$ cat config.mk
export PLATFORM = sky130hd
export DESIGN_NAME = vfd_text_punctuation_merge
export DESIGN_NICKNAME = d
export VERILOG_FILES = /design/src/sv/vtpm_pkg.sv /design/src/sv/vfd_text_punctuation_merge.sv /design/src/sv/vtpm_encoder.sv /design/src/sv/vtpm_out_queue.sv
export VERILOG_INCLUDE_DIRS = /design/src /design/src/sv
export SDC_FILE = /design/constraint.sdc
export NUM_CORES = 1
export LEC_CHECK = 0
export BUFFER_PORTS_ARGS = -buffer_cell sky130_fd_sc_hd__buf_2
export CAP_MARGIN = 40
export CORE_MARGIN = 5
export CORE_UTILIZATION = 40
export DETAILED_ROUTE_END_ITERATION = 6
export SLEW_MARGIN = 20
export SYNTH_ARGS = -nofsm -noshare
export SYNTH_HDL_FRONTEND = slang
export SYNTH_HIERARCHICAL = 1
export SYNTH_SLANG_ARGS = --single-unit
$ cat constraint.sdc
create_clock -name aclk -period 4.1 [get_ports aclk]
set_clock_uncertainty 0.05 [all_clocks]
set_input_delay 0.41 -clock aclk [delete_from_list [all_inputs] [get_ports aclk]]
set_output_delay 0.41 -clock aclk [all_outputs]
set_load 0.02 [all_outputs]
$ cat src/sv/vfd_text_punctuation_merge_defines.svh
// assertion helpers shared by the display encoder
`ifndef VFD_TEXT_PUNCTUATION_MERGE_DEFINES_SVH
`define VFD_TEXT_PUNCTUATION_MERGE_DEFINES_SVH

// property must hold at every edge out of reset
`define VTPM_ASSERT(label, clk, rst_n, prop, msg) \
    label: assert property (@(posedge clk) disable iff (!rst_n) (prop)) \
        else $error(msg);

// same-cycle implication
`define VTPM_ASSERT_IMP(label, clk, rst_n, ante, cons, msg) \
    label: assert property (@(posedge clk) disable iff (!rst_n) (ante) |-> (cons)) \
        else $error(msg);

// next-cycle implication
`define VTPM_ASSERT_NEXT(label, clk, rst_n, ante, cons, msg) \
    label: assert property (@(posedge clk) disable iff (!rst_n) (ante) |=> (cons)) \
        else $error(msg);

`endif

$ cat src/sv/vtpm_pkg.sv
package vtpm_pkg;

    localparam logic [7:0] CHAR_SPACE     = 8'h20;
    localparam logic [7:0] CHAR_BACKTICK  = 8'h60;
    localparam logic [7:0] CHAR_LBRACE    = 8'h7B;
    localparam logic [7:0] CHAR_TILDE     = 8'h7E;
    localparam logic [7:0] CHAR_LOWER_A   = 8'h61;
    localparam logic [7:0] CHAR_LOWER_Z   = 8'h7A;
    localparam logic [7:0] CHAR_COMMA     = 8'h2C;
    localparam logic [7:0] CHAR_PERIOD    = 8'h2E;
    localparam logic [7:0] CHAR_QMARK     = 8'h3F;
    localparam logic [7:0] CHAR_AT        = 8'h40;
    localparam logic [7:0] CHAR_USCORE    = 8'h5F;

    localparam logic [7:0] CASE_OFFSET    = 8'h20;
    localparam logic [7:0] COMMA_LOW_ADD  = 8'h60;
    localparam logic [7:0] COMMA_HIGH_ADD = 8'hA0;
    localparam logic [7:0] PERIOD_ADD     = 8'h80;

    localparam logic [1:0] QUEUE_DEPTH    = 2'd2;
    localparam logic [1:0] COUNT_SAT      = 2'd2;

    typedef struct packed {
        logic [7:0] out_byte;
        logic       byte_valid;
        logic       end_of_string;
    } result_t;

    // up to two results handed together from the encoder to the output queue
    typedef struct packed {
        logic [1:0] count;
        result_t    first;
        result_t    second;
    } push_t;

    function automatic logic [7:0] upcase(input logic [7:0] raw);
        logic [7:0] c;
        c = raw;
        if (raw inside {[CHAR_LOWER_A:CHAR_LOWER_Z]}) begin
            c = raw - CASE_OFFSET;
        end
        return c;
    endfunction

    function automatic logic is_printable(input logic [7:0] c);
        return (c inside {[CHAR_SPACE:CHAR_BACKTICK], [CHAR_LBRACE:CHAR_TILDE]});
    endfunction

    function automatic logic is_bare_punct(input logic [7:0] v);
        return (v inside {CHAR_COMMA, CHAR_PERIOD});
    endfunction

    function automatic logic [7:0] merge_punct(input logic [7:0] held, input logic [7:0] nxt);
        logic [7:0] v;
        v = held;
        if (nxt == CHAR_COMMA) begin
            if (held inside {[CHAR_SPACE:CHAR_QMARK]}) begin
                v = held + COMMA_LOW_ADD;
            end else if (held inside {[CHAR_AT:CHAR_USCORE]}) begin
                v = held + COMMA_HIGH_ADD;
            end
        end else if (nxt == CHAR_PERIOD) begin
            if (held inside {[CHAR_SPACE:CHAR_USCORE]}) begin
                v = held + PERIOD_ADD;
            end
        end
        return v;
    endfunction

endpackage

$ cat src/sv/vfd_text_punctuation_merge.sv
// vfd display text encoder
// input channel s_*: one raw character per item, s_last_char marks the end of a
//   string. lowercase is folded to uppercase, non-printing characters dropped.
// output channel m_*: display code items; a comma or period after a character in
//   0x20-0x5F merges into it, and the item caused by the last character has
//   m_end_of_string set (a bare marker with m_byte_valid low if no code is left).
// path: an accepted item is captured in the input register; its results pass the
//   encoder logic and are registered in the output queue before they are presented.
// throughput: one item per cycle while m_ready stays high and each item gives at
//   most one result; an item that gives two results waits in the input register
//   until the two-entry output queue is empty, as its single result port drains it.
// stalls: while m_ready is low, results collect in the output queue and the
//   input register, then s_ready drops; nothing is lost or repeated.
// reset: aresetn (synchronous, active low) empties the input register and the
//   queue and clears the held character and count; s_ready is high right after.
module vfd_text_punctuation_merge (
    input  logic       aclk,
    input  logic       aresetn,
    input  logic       s_valid,
    output logic       s_ready,
    input  logic [7:0] s_char_code,
    input  logic       s_last_char,
    output logic       m_valid,
    input  logic       m_ready,
    output logic [7:0] m_out_byte,
    output logic       m_byte_valid,
    output logic       m_end_of_string
);
    import vtpm_pkg::*;

    push_t      push;
    logic [1:0] free_slots;
    result_t    head;

    vtpm_encoder u_encoder (
        .aclk        (aclk),
        .aresetn     (aresetn),
        .s_valid     (s_valid),
        .s_ready     (s_ready),
        .s_char_code (s_char_code),
        .s_last_char (s_last_char),
        .free_slots  (free_slots),
        .push        (push)
    );

    vtpm_out_queue u_out_queue (
        .aclk       (aclk),
        .aresetn    (aresetn),
        .push       (push),
        .free_slots (free_slots),
        .m_valid    (m_valid),
        .m_ready    (m_ready),
        .head       (head)
    );

    assign m_out_byte      = head.out_byte;
    assign m_byte_valid    = head.byte_valid;
    assign m_end_of_string = head.end_of_string;

endmodule

$ cat src/sv/vtpm_encoder.sv
module vtpm_encoder (
    input  logic             aclk,
    input  logic             aresetn,
    input  logic             s_valid,
    output logic             s_ready,
    input  logic [7:0]       s_char_code,
    input  logic             s_last_char,
    input  logic [1:0]       free_slots,
    output vtpm_pkg::push_t  push
);
    import vtpm_pkg::*;

    logic       item_valid_reg, item_valid_next;
    logic [7:0] char_reg;
    logic       last_reg;
    logic [6:0] held_reg, held_next;
    logic [1:0] acc_count_reg, acc_count_next;

    logic       fire;
    logic [7:0] c;
    logic       acc;
    logic [7:0] pair_byte;
    logic       pair_emit;
    logic [6:0] held_upd;
    logic [1:0] count_upd;
    logic       final_emit;
    logic [1:0] need;
    result_t    pair_res, final_res;

    always_comb begin
        c         = upcase(char_reg);
        acc       = is_printable(c);
        pair_byte = merge_punct({1'b0, held_reg}, c);
        pair_emit = acc && (acc_count_reg != 2'd0) && !is_bare_punct(pair_byte);
        held_upd  = acc ? c[6:0] : held_reg;
        if (!acc) begin
            count_upd = acc_count_reg;
        end else if (acc_count_reg == COUNT_SAT) begin
            count_upd = COUNT_SAT;
        end else begin
            count_upd = acc_count_reg + 2'd1;
        end
        // closing byte goes out only for two or more accepted characters
        final_emit = (count_upd == COUNT_SAT) && !is_bare_punct({1'b0, held_upd});

        pair_res.out_byte      = pair_byte;
        pair_res.byte_valid    = 1'b1;
        pair_res.end_of_string = 1'b0;
        if (final_emit) begin
            final_res.out_byte   = {1'b0, held_upd};
            final_res.byte_valid = 1'b1;
        end else begin
            final_res.out_byte   = 8'h00;
            final_res.byte_valid = 1'b0;
        end
        final_res.end_of_string = 1'b1;

        need = {1'b0, pair_emit} + {1'b0, last_reg};
        fire = item_valid_reg && (need <= free_slots);

        push.count  = fire ? need : 2'd0;
        push.first  = pair_emit ? pair_res : final_res;
        push.second = final_res;

        s_ready = !item_valid_reg || fire;

        if (s_valid && s_ready) begin
            item_valid_next = 1'b1;
        end else if (fire) begin
            item_valid_next = 1'b0;
        end else begin
            item_valid_next = item_valid_reg;
        end

        held_next      = held_reg;
        acc_count_next = acc_count_reg;
        if (fire) begin
            if (last_reg) begin
                held_next      = '0;
                acc_count_next = '0;
            end else begin
                held_next      = held_upd;
                acc_count_next = count_upd;
            end
        end
    end

    always_ff @(posedge aclk) begin
        if (!aresetn) begin
            item_valid_reg <= 1'b0;
            held_reg       <= '0;
            acc_count_reg  <= '0;
        end else begin
            item_valid_reg <= item_valid_next;
            held_reg       <= held_next;
            acc_count_reg  <= acc_count_next;
        end
    end

    always_ff @(posedge aclk) begin
        if (s_valid && s_ready) begin
            char_reg <= s_char_code;
            last_reg <= s_last_char;
        end
    end

endmodule

$ cat src/sv/vtpm_out_queue.sv
`include "vfd_text_punctuation_merge_defines.svh"

module vtpm_out_queue (
    input  logic              aclk,
    input  logic              aresetn,
    input  vtpm_pkg::push_t   push,
    output logic [1:0]        free_slots,
    output logic              m_valid,
    input  logic              m_ready,
    output vtpm_pkg::result_t head
);
    import vtpm_pkg::*;

    result_t    slot0_reg, slot0_next;
    result_t    slot1_reg, slot1_next;
    logic [1:0] fill_reg, fill_next;
    logic       pop;
    logic [1:0] remain;

    always_comb begin
        m_valid    = (fill_reg != 2'd0);
        head       = slot0_reg;
        free_slots = QUEUE_DEPTH - fill_reg;
        pop        = m_valid && m_ready;
        remain     = fill_reg - {1'b0, pop};

        // shift down on pop, then append new items behind what remains
        slot0_next = pop ? slot1_reg : slot0_reg;
        slot1_next = slot1_reg;
        if (remain == 2'd0) begin
            if (push.count != 2'd0) begin
                slot0_next = push.first;
            end
            if (push.count == 2'd2) begin
                slot1_next = push.second;
            end
        end else if (remain == 2'd1) begin
            if (push.count != 2'd0) begin
                slot1_next = push.first;
            end
        end
        fill_next = remain + push.count;
    end

    always_ff @(posedge aclk) begin
        if (!aresetn) begin
            fill_reg <= '0;
        end else begin
            fill_reg <= fill_next;
        end
    end

    always_ff @(posedge aclk) begin
        slot0_reg <= slot0_next;
        slot1_reg <= slot1_next;
    end

    `VTPM_ASSERT(a_fill_bound, aclk, aresetn, fill_reg <= QUEUE_DEPTH, "queue fill beyond depth")
    `VTPM_ASSERT_IMP(a_no_overflow, aclk, aresetn, push.count != 2'd0,
        ({1'b0, fill_reg} + {1'b0, push.count}) <= 3'd2, "push overflows queue")
    `VTPM_ASSERT_NEXT(a_drain_empty, aclk, aresetn,
        pop && (fill_reg == 2'd1) && (push.count == 2'd0), !m_valid, "queue not empty after drain")

endmodule
# Word level (Yosys, flattened, before mapping)
# Index checks and enable logic that the tools add are counted.
[classes] n_addsub=9 muxes=23 magnitude_cmp=11 eq_ne=11 reduce_logical=27
[ops] operator="two-way mux 10 bit" n=8
[ops] operator="two-way mux 8 bit" n=7
[ops] operator="== test 8 x 6 -> 1 bit, second input constant" n=4
[ops] operator="<= comparator 8 x 7 -> 1 bit, second input constant" n=3
[ops] operator="nonzero test 2 bit" n=9
[ops] operator="adder 7 x 8 -> 8 bit, second input constant" n=2
[ops] operator="greater-or-equal comparator 8 x 7 -> 1 bit, second input constant" n=2
[ops] operator="== test 7 x 6 -> 1 bit, second input constant" n=2
[ops] operator="two-way mux 7 bit" n=2
[ops] operator="logical AND 1 bit" n=12
[ops] operator="adder 7 x 7 -> 8 bit, second input constant" n=1
[ops] operator="greater-or-equal comparator 8 x 6 -> 1 bit, second input constant" n=1
[ops] operator="two-way mux 2 bit" n=4
[ops] operator="subtractor 8 x 6 -> 8 bit, second input constant" n=1
[ops] operator="greater-or-equal comparator 7 x 6 -> 1 bit, second input constant" n=1
[ops] operator="greater-or-equal comparator 7 bit, second input constant" n=1
[ops] operator="<= comparator 7 x 6 -> 1 bit, second input constant" n=1
[ops] operator="<= comparator 7 bit, second input constant" n=1
[ops] operator="== test 2 bit, second input constant" n=3
[ops] operator="logical NOT 1 bit" n=3
[ops] operator="AND reduction 3 bit" n=1
[ops] operator="adder 1 x 1 -> 2 bit" n=1
[ops] operator="adder 2 x 1 -> 2 bit, second input constant" n=1
[ops] operator="adder 2 bit" n=1
[ops] operator="8 further kinds" n=9
[totals] inputBits=13 output_inout_bits=12 wordCells=93 reg_bits=41

# Logic depth before layout (Yosys ltp)
[logic_depth] depth_word=18 mapped_depth=21 depth_no_buf=19

# By module
# Netlist, hierarchy kept.
[modules_own_cells] mod="vtpm_encoder" seq_area_each_um2=470.5 cells_each=186 area_each_um2=1585.3 instances=1
[modules_own_cells] mod="vtpm_out_queue" seq_area_each_um2=540.5 cells_each=73 area_each_um2=1054.8 instances=1

# Worst setup path before layout
# Ideal clock, no wire load.
[synth_timing] kind="reg2reg" start="register u_encoder.char_reg[4]" end="register u_out_queue/slot1_reg[0] (netlist bit), enable pin" path_slack_ns=-0.100 synth_period_minus_slack_ns=4.200 setup_time_ns=0.380 arrival_time_ns=3.770 required_ns=3.670 stages_incl_launch_ff=17 path_buffers=2 cell_sequence="edfxtp_1 -> buf_6 -> or4_4 -> o221ai_2 -> o311a_2 -> o21ai_2 -> a41o_1 -> buf_6 -> inv_1 -> ha_1 -> ha_1 -> nor2b_1 -> o21ai_0 -> nand2_1 -> nor2_1 -> o21ai_0 -> a21oi_1"
[synth_rtl] element="start, declared" line_no="vtpm_encoder.sv:14" text="logic [7:0] char_reg;"
[synth_rtl] element="start signal, assigned" line_no="vtpm_encoder.sv:102" text="char_reg <= s_char_code;"
[synth_rtl] element="end signal, assigned" line_no="vtpm_out_queue.sv:55" text="slot1_reg <= slot1_next;"
[synth_rtl] element="end, declared" line_no="vtpm_out_queue.sv:15" text="result_t slot1_reg, slot1_next;"

# Worst setup path after layout
[layout_timing] start="register u_encoder.char_reg[2]" end="output port s_ready"
[layout_between] elab_chain_cells=14 elab_cells_between_ends=26
[layout_rtl] element="greater-or-equal comparator 8 x 7 -> 1 bit or <= comparator 8 x 7 -> 1 bit (tied branches)" line_no="vtpm_pkg.sv:39" text="if (raw inside {[CHAR_LOWER_A:CHAR_LOWER_Z]}) begin"
[layout_rtl] element="logical AND 1 bit" line_no="vtpm_pkg.sv:39"
[layout_rtl] element="two-way mux 8 bit *" line_no="vtpm_pkg.sv:39"
[layout_rtl] element="== test 8 x 6 -> 1 bit" line_no="vtpm_pkg.sv:62" text="end else if (nxt == CHAR_PERIOD) begin"
[layout_rtl] element="two-way mux 8 bit" line_no="vtpm_pkg.sv:62"
[layout_rtl] element="two-way mux 8 bit" line_no="vtpm_pkg.sv:56" text="if (nxt == CHAR_COMMA) begin"
[layout_rtl] element="== test 8 x 6 -> 1 bit" line_no="vtpm_pkg.sv:50" text="return (v inside {CHAR_COMMA, CHAR_PERIOD});"
[layout_rtl] element="nonzero test 2 bit" line_no="vtpm_pkg.sv:50"
[layout_rtl] element="logical NOT 1 bit" line_no="vtpm_encoder.sv:34" text="pair_emit = acc && (acc_count_reg != 2'd0) && !is_bare_punct(pair_byte);"
[layout_rtl] element="logical AND 1 bit *" line_no="vtpm_encoder.sv:34"
[layout_rtl] element="adder 1 x 1 -> 2 bit *" line_no="vtpm_encoder.sv:58" text="need = {1'b0, pair_emit} + {1'b0, last_reg};"
[layout_rtl] element="<= comparator 2 bit *" line_no="vtpm_encoder.sv:59" text="fire = item_valid_reg && (need <= free_slots);"
[layout_rtl] element="logical AND 1 bit *" line_no="vtpm_encoder.sv:59"
[layout_rtl] element="logical OR 1 bit *" line_no="vtpm_encoder.sv:65" text="s_ready = !item_valid_reg || fire;"
[layout_rtl] element="end, declared" line_no="vfd_text_punctuation_merge.sv:20" text="output logic s_ready,"
# Every way passes the cells marked *; elsewhere a longest branch is shown, timed or not.

==> impl_metrics.ini <==
[status]
status = finished, final reports clean

[place]
dp.cells = 356
post-place-ws_ns = 0.168
routabilityCongestion = 0.855
hpwl_um = 4070
port_buffers = 24

[clocking]
cts_sinks = 41
insertion_delay_ns = 0.29
clk_pin_slew_ns = 0.07
cts_tree = yes
h-tree-depth = 2
cts_root_buffer = clkbuf_8
numCtsBuffers = 5
clockBufferDepth = 2
ctsHoldBuffers = 0

[finish]
utilization_pct = 45.4
nets = 313
diodes = 0
drive_above_1_share_pct = 32.4
layoutNonFillerInstCount = 364
syn2layout_area_growth_pct = 9.91
nFillCells = 623

[setup_path]
rr_worst_depth = 14
crit_path_end_kind = primary output
crit_arrival_ns = 3.32
reg2reg_from = u_encoder/char_reg[2]
regToRegSetupSlack_ns = 0.32
crit_type = reg2out
crit_fanout = 9
cp.required_ns = 3.64
r2r_end = u_out_queue/head[2]
critPathLaunchType = flip-flop

[detailed_routing]
final_antenna_net_count = 0
firstDrtPassIters = 4
routedWlPerCell_um = 14.7
routedLengthMet1_um = 2580
first_iter_violations = 66
wl_met3_um = 219
routed-wl-met2_um = 2480
routed.top_layer = met4
routed_wirelength_um = 5350
route.detailed.drc = 0
vias_per_cell = 5.33
vias = 1941

[yosys]
syn-num-nets = 286
postSynthRegisterBits = 41
muxShareOfSynthArea_pct = 16.1
yosys.area_share.xor_xnor_pct = 1.61
synth-edff-count = 19
synth-compound-area-share_pct = 14.9
syn_area_um2 = 2640
ys.flop_type = dfxtp_1
netlist_top_cells_count = 30 x mux2_2, 28 x nand2_1, 22 x dfxtp_1, 20 x inv_1, 19 x edfxtp_1
yosysTopAreaCellShare_pct = 21.6
synth_warnings = 6
yosysUniqueCellTypes = 62
async_flop_share_pct = 0
seq_area_frac_synth_pct = 38.3
postSynthAreaPerCell_um2 = 10.2
synth-simple-area-share_pct = 15.1
yosys-top-cells-area = edfxtp_1 22%, dfxtp_1 17%, mux2_2 13%
synth_top_cell_by_area = edfxtp_1
synthAdderAreaFrac_pct = 6.64
synth_cells = 259
synth_top_family_by_area = multiplexers
synth.most_common_cell = mux2_2

[sta]
hold_viol = 0
layout_min_cycle_time_ns = 3.78
setup_slack_ns = 0.321
rsz0062_at_grt = no
slew_viol_final = 0
setup_viol_count_final = 0
maxSlewHeadroom_pct = 52.7
max_freq_mhz = 265
tightest_slew_ns = 0.705
tns_ns = 0
period_share_pct = 92.2

[hold_path]
hold_end = u_encoder/char_reg[1]
hold_path.class = in2reg
worstHoldPathCells = 1
min-delay-start = s_char_code[1]

[global_routing]
grt_max_degree = 21
grt_usage_pct = 13.6
antenna_found_initial = 0
grt_pass1_wl_um = 9260
grt_pass1_vias = 1985
gr-total-overflow = 0

[die]
fp-row-count = 29
ioPinCount = 25
core_um2 = 6390
chipHeight_um = 91.2
die_area_um2 = 8320
die_w_um = 91.2
start_util_pct = 41.3

[power]
total_power_w = 0.00147
leakagePower_nw = 1.20
powerDensity_nw_per_um2 = 505
ir_worst_vdd_mv = 0.287

[flow_run]
drv_cap = 0
metrics by stage:
stage               cell area (um^2)  hold WS (ns)
floorplan                       2640         0.396
global placement                2820         0.409
detailed placement              2820         0.415
CTS                             2900         0.229
global route                    2900         0.225
finish                          2900         0.239
layout by cell type (no fill, tap or decap), drive strengths merged, types with 4 or more instances in the layout:
master and n:
clkbuf 6, mux2 31, edfxtp 19, o21ai 11, nand3 4, nor3 5
nor2 14, ha 14, o22ai 8, a21oi 10, mux2i 6, buf 33
and2 6, nand2 29, dfxtp 22, inv 20
worst max path at each step:
stage	from	end	slack, ns	cells after the start
after floorplan	u_encoder/char_reg[4]	u_out_queue/slot1_reg[0]	0.07	16
after global placement	u_encoder/char_reg[2]	u_out_queue/slot1_reg[2]	0.22	15
after global routing	u_encoder/held_reg[5]	u_out_queue/slot1_reg[5]	0.05	17
after CTS	u_encoder/held_reg[5]	u_out_queue/slot1_reg[0]	0.13	17
final	u_encoder/char_reg[2]	s_ready	0.32	14
after detailed placement	u_encoder/held_reg[5]	u_out_queue/slot1_reg[2]	0.17	17
power by group:
group / switching (W) / internal, W / total [W]
Combinational: 0.000331 / 0.000303 / 0.000634
Clock: 0.000136 / 0.000118 / 0.000254
Sequential: 0.0000541 / 0.000523 / 0.000577
layout make-up:
type | count | area (um^2) | area share, %
sequential | 41 | 1010 | 34.9
clock inverter | 2 | 10.0 | 0.345
inverter | 20 | 75.1 | 2.59
multi-input combinational | 185 | 1450 | 49.9
tap | 77 | 96.3 | 3.32
timing repair buffer | 33 | 188 | 6.47
clock buffer | 6 | 72.6 | 2.50
kinds of logic (layout without fill, tap and decap cells):
group,after synthesis,after routing
AOI/OAI and AO/OA,54,54
xor gates and xnor gates,4,4
adders and majority gates,14,14
buffers and inverters,33,61
DFF,41,41
muxes,37,37
other,2,2
and+or+nand+nor,74,74
worst max-delay path, stage by stage, from the launching register on:
cell	delay, ns
edfxtp_1	0.55
or4_4	0.56
a21oi_1	0.19
o311a_2	0.22
o21ai_2	0.09
a41o_1	0.23
inv_1	0.07
ha_1	0.16
ha_1	0.23
nor2b_1	0.13
o21ai_1	0.18
buf_4	0.15
inv_1	0.04
nand2_1	0.06
buf_2	0.16
what timing repair did:
item | in CTS | in global routing
setup buffers | 0 | 0
resized for setup | 0 | 4
endpoints found under the setup margin | 0 | 23
layer usage:
layer  global-route usage [%]  vias to the layer above
met5                        0                        -
met4                     5.99                        0
met3                     2.89                        6
met2                     20.9                       46
met1                     18.3                      912
li1                         -                      977
Power figures use the tool's default switching activity.
